[src/rtl/packet_deframer_with_checksum_macros.svh]
// ---------------------------------------------------------------------------
// Assertion macros for the packet deframer
// Shared forms for concurrent checks on clk_i.
// ---------------------------------------------------------------------------
`ifndef PACKET_DEFRAMER_WITH_CHECKSUM_MACROS_SVH
`define PACKET_DEFRAMER_WITH_CHECKSUM_MACROS_SVH

// Check that is masked while reset is asserted
`define PDC_ASSERT(lbl, prop, msg) \
  lbl: assert property (@(posedge clk_i) disable iff (!rst_ni) prop) else $error(msg);

// Check that holds at every edge, reset included
`define PDC_ASSERT_ALWAYS(lbl, prop, msg) \
  lbl: assert property (@(posedge clk_i) prop) else $error(msg);

`endif

[src/rtl/pdc_pkg.sv]
// ---------------------------------------------------------------------------
// pdc_pkg
// Types and constants of the packet deframer with checksum.
// ---------------------------------------------------------------------------
`timescale 1ns / 1ps

package pdc_pkg;

  // Frame layout
  localparam int unsigned HeaderBytes = 13;
  localparam int unsigned PosWidth    = 17;
  localparam logic [15:0] PayloadSizeReset = 16'd1024;

  // Header field boundaries (positions within the frame)
  localparam logic [PosWidth-1:0] PosKind     = 17'd0;
  localparam logic [PosWidth-1:0] PosSeqLast  = 17'd8;
  localparam logic [PosWidth-1:0] PosCntLast  = 17'd12;
  localparam logic [PosWidth-1:0] PosHdrBytes = 17'd13;

  typedef enum logic {
    REC_PAYLOAD = 1'b0,
    REC_VERDICT = 1'b1
  } rec_e;

  typedef enum logic [1:0] {
    STATUS_GOOD      = 2'd0,
    STATUS_CKSUM_BAD = 2'd1,
    STATUS_COUNT_BAD = 2'd2
  } status_e;

  // One result record
  typedef struct packed {
    rec_e               record_type;
    logic [7:0]         payload_byte;
    logic [15:0]        byte_index;
    logic [7:0]         frame_kind;
    logic signed [63:0] sequence_res;
    logic [15:0]        valid_count;
    status_e            status;
  } result_t;

endpackage

[src/rtl/pdc_parser.sv]
// ---------------------------------------------------------------------------
// pdc_parser
// Frame position, running sum and header capture; builds one record per
// beat when the byte is an emitted payload byte or the checksum byte.
// ---------------------------------------------------------------------------
`timescale 1ns / 1ps
`include "packet_deframer_with_checksum_macros.svh"

module pdc_parser (
  input  logic             clk_i,
  input  logic             rst_ni,
  input  logic             beat_i,
  input  logic [7:0]       byte_i,
  input  logic [15:0]      payload_size_i,
  output logic             res_valid_o,
  output pdc_pkg::result_t res_o
);
  import pdc_pkg::*;

  logic [PosWidth-1:0] pos_q, pos_d;
  logic [7:0]          sum_q, sum_d;
  logic [7:0]          kind_q, kind_d;
  logic [63:0]         seq_q, seq_d;
  logic [31:0]         cnt_q, cnt_d;

  logic [PosWidth-1:0] frame_end;
  logic [PosWidth-1:0] pay_idx;
  logic                at_check;
  logic                count_good;
  logic [7:0]          expect_sum;

  assign frame_end  = PosHdrBytes + {1'b0, payload_size_i};
  assign at_check   = (pos_q >= frame_end);
  assign count_good = (cnt_q <= {16'd0, payload_size_i});
  assign expect_sum = 8'd0 - sum_q;
  assign pay_idx    = pos_q - PosHdrBytes;

  // Next state and record for the current beat
  always_comb begin
    pos_d       = pos_q;
    sum_d       = sum_q;
    kind_d      = kind_q;
    seq_d       = seq_q;
    cnt_d       = cnt_q;
    res_valid_o = 1'b0;
    res_o       = '0;

    if (beat_i) begin
      if (at_check) begin
        // checksum byte: verdict, then start a fresh frame
        res_valid_o        = 1'b1;
        res_o.record_type  = REC_VERDICT;
        res_o.frame_kind   = kind_q;
        res_o.sequence_res = seq_q;
        res_o.valid_count  = count_good ? cnt_q[15:0] : 16'd0;
        if (byte_i != expect_sum) begin
          res_o.status = STATUS_CKSUM_BAD;
        end else if (!count_good) begin
          res_o.status = STATUS_COUNT_BAD;
        end else begin
          res_o.status = STATUS_GOOD;
        end
        pos_d  = '0;
        sum_d  = '0;
        kind_d = '0;
        seq_d  = '0;
        cnt_d  = '0;
      end else begin
        sum_d = sum_q + byte_i;
        pos_d = pos_q + PosWidth'(1);
        if (pos_q == PosKind) begin
          kind_d = byte_i;
        end else if (pos_q <= PosSeqLast) begin
          seq_d = {seq_q[55:0], byte_i};
        end else if (pos_q <= PosCntLast) begin
          cnt_d = {cnt_q[23:0], byte_i};
        end else if (count_good && ({15'd0, pay_idx} < cnt_q)) begin
          // payload byte below the count; padding is only summed
          res_valid_o        = 1'b1;
          res_o.record_type  = REC_PAYLOAD;
          res_o.payload_byte = byte_i;
          res_o.byte_index   = pay_idx[15:0];
        end
      end
    end
  end

  always_ff @(posedge clk_i or negedge rst_ni) begin
    if (!rst_ni) begin
      pos_q  <= '0;
      sum_q  <= '0;
      kind_q <= '0;
      seq_q  <= '0;
      cnt_q  <= '0;
    end else begin
      pos_q  <= pos_d;
      sum_q  <= sum_d;
      kind_q <= kind_d;
      seq_q  <= seq_d;
      cnt_q  <= cnt_d;
    end
  end

  // A checksum beat always restarts the frame
  `PDC_ASSERT(a_check_restarts, beat_i && at_check |=> pos_q == '0 && sum_q == '0, "no frame restart")
  // Header bytes never produce a record
  `PDC_ASSERT(a_hdr_silent, beat_i && pos_q < PosHdrBytes |-> !res_valid_o, "record on header byte")

endmodule

[src/rtl/pdc_out_buf.sv]
// ---------------------------------------------------------------------------
// pdc_out_buf
// Output register with a skid stage; takes a record every cycle unless
// both entries are full.
// ---------------------------------------------------------------------------
`timescale 1ns / 1ps
`include "packet_deframer_with_checksum_macros.svh"

module pdc_out_buf (
  input  logic             clk_i,
  input  logic             rst_ni,
  input  logic             push_i,
  input  pdc_pkg::result_t push_data_i,
  output logic             full_o,
  output logic             out_valid_o,
  input  logic             out_stall_i,
  output pdc_pkg::result_t out_data_o
);
  import pdc_pkg::*;

  logic    out_valid_q, out_valid_d;
  logic    skid_valid_q, skid_valid_d;
  result_t out_data_q, out_data_d;
  result_t skid_data_q, skid_data_d;
  logic    pop;

  assign pop = out_valid_q && !out_stall_i;

  // Fill and drain of the two entries
  always_comb begin
    out_valid_d  = out_valid_q;
    skid_valid_d = skid_valid_q;
    out_data_d   = out_data_q;
    skid_data_d  = skid_data_q;
    if (skid_valid_q) begin
      // upstream is stalled here, so no push arrives
      if (pop) begin
        out_data_d   = skid_data_q;
        skid_valid_d = 1'b0;
      end
    end else if (push_i) begin
      if (!out_valid_q || pop) begin
        out_data_d  = push_data_i;
        out_valid_d = 1'b1;
      end else begin
        skid_data_d  = push_data_i;
        skid_valid_d = 1'b1;
      end
    end else if (pop) begin
      out_valid_d = 1'b0;
    end
  end

  always_ff @(posedge clk_i or negedge rst_ni) begin
    if (!rst_ni) begin
      out_valid_q  <= 1'b0;
      skid_valid_q <= 1'b0;
    end else begin
      out_valid_q  <= out_valid_d;
      skid_valid_q <= skid_valid_d;
    end
  end

  // payload registers, no reset
  always_ff @(posedge clk_i) begin
    out_data_q  <= out_data_d;
    skid_data_q <= skid_data_d;
  end

  assign full_o      = skid_valid_q;
  assign out_valid_o = out_valid_q;
  assign out_data_o  = out_data_q;

  // The skid entry is only ever filled behind a held output
  `PDC_ASSERT_ALWAYS(a_skid_behind_out, skid_valid_q |-> out_valid_q, "skid entry valid with empty output register")
  // A taken beat drains the skid entry
  `PDC_ASSERT(a_skid_drains, skid_valid_q && !out_stall_i |=> !skid_valid_q, "skid entry not drained after output beat")
  // No push may land while both entries are full
  `PDC_ASSERT(a_no_push_full, skid_valid_q |-> !push_i, "record pushed into a full buffer")

endmodule

[src/rtl/packet_deframer_with_checksum.sv]
// ---------------------------------------------------------------------------
// packet_deframer_with_checksum
// Fixed-length frame deframer: emits valid payload bytes as they arrive and
// a verdict record (good, checksum mismatch, bad count) on the checksum byte.
//
//   channel | direction | handshake                | beat contents
//   --------+-----------+--------------------------+---------------------------
//   in      | in        | in_valid_i / in_stall_o  | in_byte_i
//   out     | out       | out_valid_o / out_stall_i| record_type_o .. status_o
//   cfg     | in        | cfg_valid_i / cfg_ready_o| cfg_data_i (payload_size)
//
// One input beat per cycle while in_stall_o is low; each record is registered
// into the output buffer. The frame counter, running sum and header registers
// are updated in the cycle of the beat, feeding a two-entry output buffer.
// Reset clears the frame state and loads payload_size with 1024.
// in_stall_o rises only while both output entries hold records.
// ---------------------------------------------------------------------------
`timescale 1ns / 1ps

module packet_deframer_with_checksum (
  input  logic               clk_i,
  input  logic               rst_ni,
  // input bytes
  input  logic               in_valid_i,
  output logic               in_stall_o,
  input  logic [7:0]         in_byte_i,
  // result records
  output logic               out_valid_o,
  input  logic               out_stall_i,
  output logic               record_type_o,
  output logic [7:0]         payload_byte_o,
  output logic [15:0]        byte_index_o,
  output logic [7:0]         frame_kind_o,
  output logic signed [63:0] sequence_res_o,
  output logic [15:0]        valid_count_o,
  output logic [1:0]         status_o,
  // configuration
  input  logic               cfg_valid_i,
  output logic               cfg_ready_o,
  input  logic [15:0]        cfg_data_i
);
  import pdc_pkg::*;

  logic        beat;
  logic        res_valid;
  logic        buf_full;
  result_t     res;
  result_t     out_rec;
  logic [15:0] payload_size_q;

  assign beat        = in_valid_i && !buf_full;
  assign in_stall_o  = buf_full;
  assign cfg_ready_o = 1'b1;

  // payload_size register
  always_ff @(posedge clk_i or negedge rst_ni) begin
    if (!rst_ni) begin
      payload_size_q <= PayloadSizeReset;
    end else if (cfg_valid_i && cfg_ready_o) begin
      payload_size_q <= cfg_data_i;
    end
  end

  pdc_parser u_parser (
    .clk_i          (clk_i),
    .rst_ni         (rst_ni),
    .beat_i         (beat),
    .byte_i         (in_byte_i),
    .payload_size_i (payload_size_q),
    .res_valid_o    (res_valid),
    .res_o          (res)
  );

  pdc_out_buf u_out_buf (
    .clk_i       (clk_i),
    .rst_ni      (rst_ni),
    .push_i      (res_valid),
    .push_data_i (res),
    .full_o      (buf_full),
    .out_valid_o (out_valid_o),
    .out_stall_i (out_stall_i),
    .out_data_o  (out_rec)
  );

  assign record_type_o  = out_rec.record_type;
  assign payload_byte_o = out_rec.payload_byte;
  assign byte_index_o   = out_rec.byte_index;
  assign frame_kind_o   = out_rec.frame_kind;
  assign sequence_res_o = out_rec.sequence_res;
  assign valid_count_o  = out_rec.valid_count;
  assign status_o       = out_rec.status;

endmodule
[config.mk]
export PLATFORM = sky130hd
export DESIGN_NAME = packet_deframer_with_checksum
export DESIGN_NICKNAME = d
export VERILOG_FILES = /design/src/rtl/pdc_pkg.sv /design/src/rtl/pdc_parser.sv /design/src/rtl/pdc_out_buf.sv /design/src/rtl/packet_deframer_with_checksum.sv
export VERILOG_INCLUDE_DIRS = /design/src /design/src/rtl
export SDC_FILE = /design/constraint.sdc
export NUM_CORES = 1
export LEC_CHECK = 0
export ABC_CLOCK_PERIOD_IN_PS = 9100
export BUFFER_PORTS_ARGS = -buffer_cell sky130_fd_sc_hd__buf_2
export CAP_MARGIN = 20
export CORE_MARGIN = 1.5
export CORE_UTILIZATION = 48
export CTS_CLUSTER_SIZE = 16
export DETAILED_ROUTE_END_ITERATION = 7
export HOLD_SLACK_MARGIN = 0.02
export PLACE_DENSITY = 0.69
export SLEW_MARGIN = 25
export SYNTH_ARGS = -nofsm -noshare
export SYNTH_HDL_FRONTEND = slang
export SYNTH_HIERARCHICAL = 1
export SYNTH_SLANG_ARGS = --single-unit
[constraint.sdc]
create_clock -name clk_i -period 9.1 [get_ports clk_i]
set_input_delay 0.91 -clock clk_i [delete_from_list [all_inputs] [get_ports clk_i]]
set_output_delay 0.91 -clock clk_i [all_outputs]
set_load 0.05 [all_outputs]
; ---- After elaboration in Yosys (flattened, before gate mapping)
; Cells that the tools add are included.
[classes]
n_addsub = 5
n_lt_le_gt_ge = 5
n_eq_ne = 5
n_mux = 39
n_bitwise = 2
reduce_logical = 20
[ops]
columns = op, n
row1 = $mux 115, 5
row2 = $mux 64, 3
row3 = $mux 32, 4
row4 = $mux 90, 1
row5 = $mux 24, 3
row6 = $mux 25, 2
row7 = $le 17x4->1 const B, 2
row8 = $le 32x16->1, 1
row9 = $lt 17x32->1, 1
row10 = $mux 8, 3
row11 = $add 17x1->17 const B, 1
row12 = $add 4x16->17 const A, 1
row13 = $ge 17x17->1, 1
row14 = $logic_not 17->1, 1
row15 = $mux 17, 1
row16 = $sub 17x4->17 const B, 1
row17 = $mux 16, 1
row18 = $mux 1, 14
row19 = $reduce_and 3->1, 4
row20 = $reduce_bool 2->1, 6
row21 = $add 8x8->8, 1
row22 = $ne 8x8->1, 1
row23 = $sub 1x8->8 const A, 1
row24 = $ne 2x1->1 const B, 3
row25 = other kinds (8), 14
[word_totals]
regBits = 377
input_bits = 29
wordCells = 98

; ---- Depth between registers and ports, before layout
[logic_depth]
ltp_word = 12
depth_mapped = 16

; ---- By module
; Netlist, hierarchy kept.
[modules_own_cells]
columns = mod, instances, cells_per_inst, area_each_um2, seq_area_each_um2
row1 = pdc_out_buf, 1, 370, 8441.8, 6956.7
row2 = pdc_parser, 1, 827, 8102.8, 3228.1
row3 = packet_deframer_with_checksum, 1, 37, 668.1, 401.6

; ---- Worst setup path after synthesis
; Ideal clock, no wire load.
[synth_timing]
kind = reg-to-reg
startpoint = reg u_parser.pos_q[6]
endpoint = reg u_out_buf.out_data_q, in the netlist u_out_buf/out_data_o[0], enable pin
setup_ns = 0.620
arrival_ns = 8.944
setup_slack_ns = -0.465
path_stages_with_launch = 16
n_path_buf = 3
cell_sequence = dfrtp_1 buf_2 or4_4 or3_1 buf_2 nor3_1 xor2_1 ha_1 a21oi_1 o21ai_0 o311ai_0 nand4b_4 buf_6 o22ai_2 nand2b_1 a21boi_1
[synth_between]
elab_chain_cells = 11
word_cells_on_any_way = 15
classes_between = add/sub: 1 / order compare: 4 / mux: 6 / reduce/logical: 4
[synth_lines]
columns = element, line_no
row1 = from (decl), pdc_parser.sv:20  ; logic [PosWidth-1:0] pos_q, pos_d;
row2 = from (signal assigned), pdc_parser.sv:96  ; pos_q <= pos_d;
row3 = $sub 17x4->17, pdc_parser.sv:36  ; assign pay_idx = pos_q - PosHdrBytes;
row4 = $lt 17x32->1, pdc_parser.sv:77  ; end else if (count_good && ({15'd0, pay_idx} < cnt_q)) begin
row5 = $logic_and 1x1->1, pdc_parser.sv:77
row6 = $mux 1, pdc_parser.sv:77
row7 = $mux 1, pdc_parser.sv:75  ; end else if (pos_q <= PosCntLast) begin
row8 = $mux 1, pdc_parser.sv:73  ; end else if (pos_q <= PosSeqLast) begin
row9 = $mux 1, pdc_parser.sv:71  ; if (pos_q == PosKind) begin
row10 = $mux 1 *, pdc_parser.sv:49  ; if (at_check) begin
row11 = $mux 1 *, pdc_parser.sv:48  ; if (beat_i) begin
row12 = net res_valid, packet_deframer_with_checksum.sv:45  ; logic res_valid;
row13 = $reduce_bool 2->1 (no line) *, --
row14 = $reduce_and 3->1 (no line) *, --
row15 = to (signal assigned), pdc_out_buf.sv:66  ; out_data_q <= out_data_d;
row16 = to (decl), pdc_out_buf.sv:23  ; result_t out_data_q, out_data_d;
; Mark *: on every way through the listed nets, which the timed path passes. The rest lies on a longest branch.
; A chain may end at the register's enable or synchronous reset.

; ---- Final worst setup path
[layout_timing]
startpoint = reg u_parser.pos_q[7]
endpoint = reg u_out_buf.out_data_q, in the netlist u_out_buf/out_data_o[50], enable pin
; The elaborated chain is that of the path after synthesis.

==> qor.csv <==
stage;metric;value;unit
grt;Total GRT Usage;20.5;%
clocking;TritonCTS buffer count;41;
timing;Sum Neg Setup Slack;0;ns
setup_path;FF-to-FF setup slack;3.43;ns
clocking;clock sinks;377;
floorplan;core region area;35400;um2
logic_synthesis;Synth Area in Simple Gates;9.46;%
setup_path;end point of the critical path;u_out_buf/out_data_o[50];
clocking;Root Driver;clkbuf_16;
cells_and_area;multi-input logic area;6000;um2
grt;pin count of the biggest net entering global routing;91;
place;Detail Placement HPWL;24000;um
power_and_ir_drop;Power Total;0.00553;W
detailed_routing;first drt pass iteration count;6;
cells_and_area;fin cells;1852;
timing;Rel. slew slack;41.8;%
power_and_ir_drop;sw frac;31.0;%
logic_synthesis;Mean Syn Cell Area;13.9;um2
logic_synthesis;largest family of logic cells by synthesized area;simple AND/OR/NAND/NOR gates;
power_and_ir_drop;Clk pwr share;32.8;%
logic_synthesis;Synth Area in XOR/XNOR;2.80;%
setup_path;Critical Path AT;5.84;ns
place;count of input and output buffers;145;
clocking;Clk Latency, worst-skew pair;0.54;ns
floorplan;std cell rows;69;
setup_path;FF-to-FF path depth;13;
power_and_ir_drop;Lkg Pwr;8.57;nW
cells_and_area;area of all sequential standard cells;10600;um2
cells_and_area;Final #Nets;1448;
power_and_ir_drop;logic gate share of total power;22.9;%
timing;RSZ-0062 raised after global routing;false;
logic_synthesis;top cells by count, synth;230 x edfxtp_1, 146 x dfrtp_1, 121 x mux2_2;
detailed_routing;Vias;10500;
logic_synthesis;most frequent cell after synthesis;edfxtp_1;
cells_and_area;layout cells sized above 1;27.1;%
logic_synthesis;Area contributors post-synth;edfxtp_1 40%, dfrtp_1 21%, mux2_2 7.9%;
floorplan;DIE AREA;37000;um2
logic_synthesis;Top FF cell, synth;edfxtp_1;
timing;Tightest Pin Transition;0.874;ns
timing;final hold vios;0;
logic_synthesis;Synth Area in Compound Gates;8.78;%
clocking;clk slew on worst S/H paths;0.06;ns
logic_synthesis;Yosys top cell area share;40.1;%
flow_run;max_cap viols;0;
clocking;cts repair resizes;0;
setup_path;Critical Path End Type;flip-flop;
power_and_ir_drop;sw power;0.00171;W
logic_synthesis;Post-synth EDFFs;230;
setup_path;crit-path max FO;54;
timing;Fmax;176;MHz
setup_path;worst setup path start;u_parser/pos_q[7];
power_and_ir_drop;Seq pwr share;44.3;%
logic_synthesis;adder-cell share of the synthesized area;4.55;%
clocking;H-tree depth;2;
logic_synthesis;Distinct cells, synth;69;
clocking;setup bufs post-CTS;0;
cells_and_area;Area Overhead vs Synth;14.2;%
setup_path;crit start category;flip-flop;
power_and_ir_drop;pwr/cell area;281;nW/um2
logic_synthesis;multiplexer share of the synthesized area;8.90;%
outcome;status;completed;
logic_synthesis;Syn. warnings;6;
grt;via count of the first global-routing pass;10300;
cells_and_area;# fillers;2897;
grt;first-pass GRT wire length;58600;um
timing;final slew viol count;0;
grt;initial antenna violation count;2;
detailed_routing;vias per inst;5.67;
logic_synthesis;Gate Count Post-Synth;1234;
logic_synthesis;Mapped Area;17200;um2
min_path;worst hold-check path type;input pin to async pin;
detailed_routing;wire per inst;20.2;um
floorplan;Initial Util;48.6;%
detailed_routing;DRC;0;
floorplan;Die Height;192;um
clocking;TritonCTS clock tree;yes;
place;final RePlAce weighted congestion;0.822;
timing;endpoints failing setup;0;
timing;Fin Clk Skew;0.0140;ns
clocking;worst-case clock buffer depth;3;
logic_synthesis;Mapped Nets;1325;
clocking;Hold Buf Count CTS;0;
logic_synthesis;sequential share of the synthesized area;61.5;%
setup_path;Worst Path Required;9.27;ns
logic_synthesis;area leader, netlist;edfxtp_1;
floorplan;die span in x;192;um
detailed_routing;post-route ant nets;0;
setup_path;crit path kind;flip-flop to flip-flop;
power_and_ir_drop;P_int;0.00381;W
place;Inst Count DP;1775;
setup_path;RR Startpoint;u_parser/pos_q[7];
grt;Overflow after GRT;0;
logic_synthesis;Synth async-reset ratio;39.0;%
detailed_routing;final wirelength;37300;um
detailed_routing;1st-iter DRT viols;877;
setup_path;Worst R2R End;u_out_buf/out_data_o[50];
timing;crit share post-route;62.3;%
logic_synthesis;register bit total from synthesis;377;
floorplan;Top Ports;147;
timing;fin crit period;5.67;ns
power_and_ir_drop;Worst VDD drop;211;uV
[worst max-delay path, cell delays in order, from the launching register on]
cell and delay [ns]:
dfrtp_1 0.46, or4_4 0.58, or3_1 0.44, nor3_1 0.21, xor2_1 0.20, ha_1 0.29
a21oi_1 0.14, o21ai_0 0.11, o311ai_0 0.55, nand4b_4 0.44, o22ai_2 0.30, nand2b_1 0.20
a21boi_4 0.63, buf_4 0.66
[through the flow]
stage          util, %  instance area [um2]  hold slack [ns]  setup slack, ns
6_report          55.6                19700            0.387             3.43
5_1_grt           55.6                19700            0.450             2.91
4_1_cts           55.5                19700            0.446             3.39
3_5_place_dp      51.3                18200            0.476             3.40
3_3_place_gp      51.3                18200            0.478             3.54
2_1_floorplan        -                17200            0.458            0.194
[flip-flops by register name (all words and copies together) (netlist names)]
name	flops
u_parser/kind_q	8
payload_size_q	16
u_parser/pos_q	17
u_parser/cnt_q	32
u_out_buf/skid_data_q	115
u_parser/seq_q	64
u_out_buf/out_data_o	115
u_out_buf/out_valid_o	1
u_parser/sum_q	8
u_out_buf/full_o	1
[worst min path at each step]
stage | from | end | cells after the start
floorplan | u_parser/seq_q[56] | u_parser/seq_q[56] | 1
detailed placement | u_parser/seq_q[56] | u_parser/seq_q[56] | 1
CTS | rst_ni | u_out_buf/full_o | 1
global placement | u_parser/seq_q[58] | u_parser/seq_q[58] | 1
finish | rst_ni | u_parser/pos_q[10] | 1
global route | rst_ni | u_parser/pos_q[10] | 1
[cells in the final DEF, fill, tap and decap left out, types with 10 or more instances in the layout]
cell type,count
nand3_1,18
and3_1,78
and2_1,18
o21ai_0,19
a22o_1,107
xor2_1,23
nor3_1,38
xnor2_1,32
mux2_4,10
nand4_1,10
nor2_1,31
clkbuf_16,43
ha_1,61
a21oi_1,27
inv_1,45
buf_4,13
edfxtp_1,230
buf_2,144
dfrtp_1,145
nand2_1,49
mux2_2,121
[area by class of cell]
type                    instances  share of cell area [%]
multi-input cells             734                    30.5
inverters                      45                   0.859
repair buffers                158                    4.22
well taps                     461                    2.93
flip-flops and latches        377                    53.9
clock buffers                  52                    5.80
diodes                          1                  0.0127
clock inverters                24                    1.83
[power by group through the flow]
stage	Clock, W	Sequential, W	Combinational [W]
after global placement	0	0.00247	0.00121
final	0.00181	0.00245	0.00127
after global routing	0.00192	0.00248	0.00141
after detailed placement	0	0.00247	0.00126
after CTS	0.00186	0.00244	0.00127
after floorplan	0	0.00229	0.00110
[routing by layer]
metal / track usage, % / wire length [um] / up-vias
met1: 29.2 / 17000 / 5308
met3: 3.04 / 1750 / 52
met4: 5.19 / 667 / 2
li1: - / - / 4883
met2: 32.8 / 17900 / 262
met5: 0 / 7 / -
[kinds of logic (layout without fill, tap and decap cells)]
family	Yosys count	after routing
compound gates	192	192
xor+xnor	55	55
fa+ha+maj	62	62
buf+inv	123	279
flops	377	377
mux	133	133
other cells	1	2
simple gates	291	291
Power figures use the tool's default switching activity.
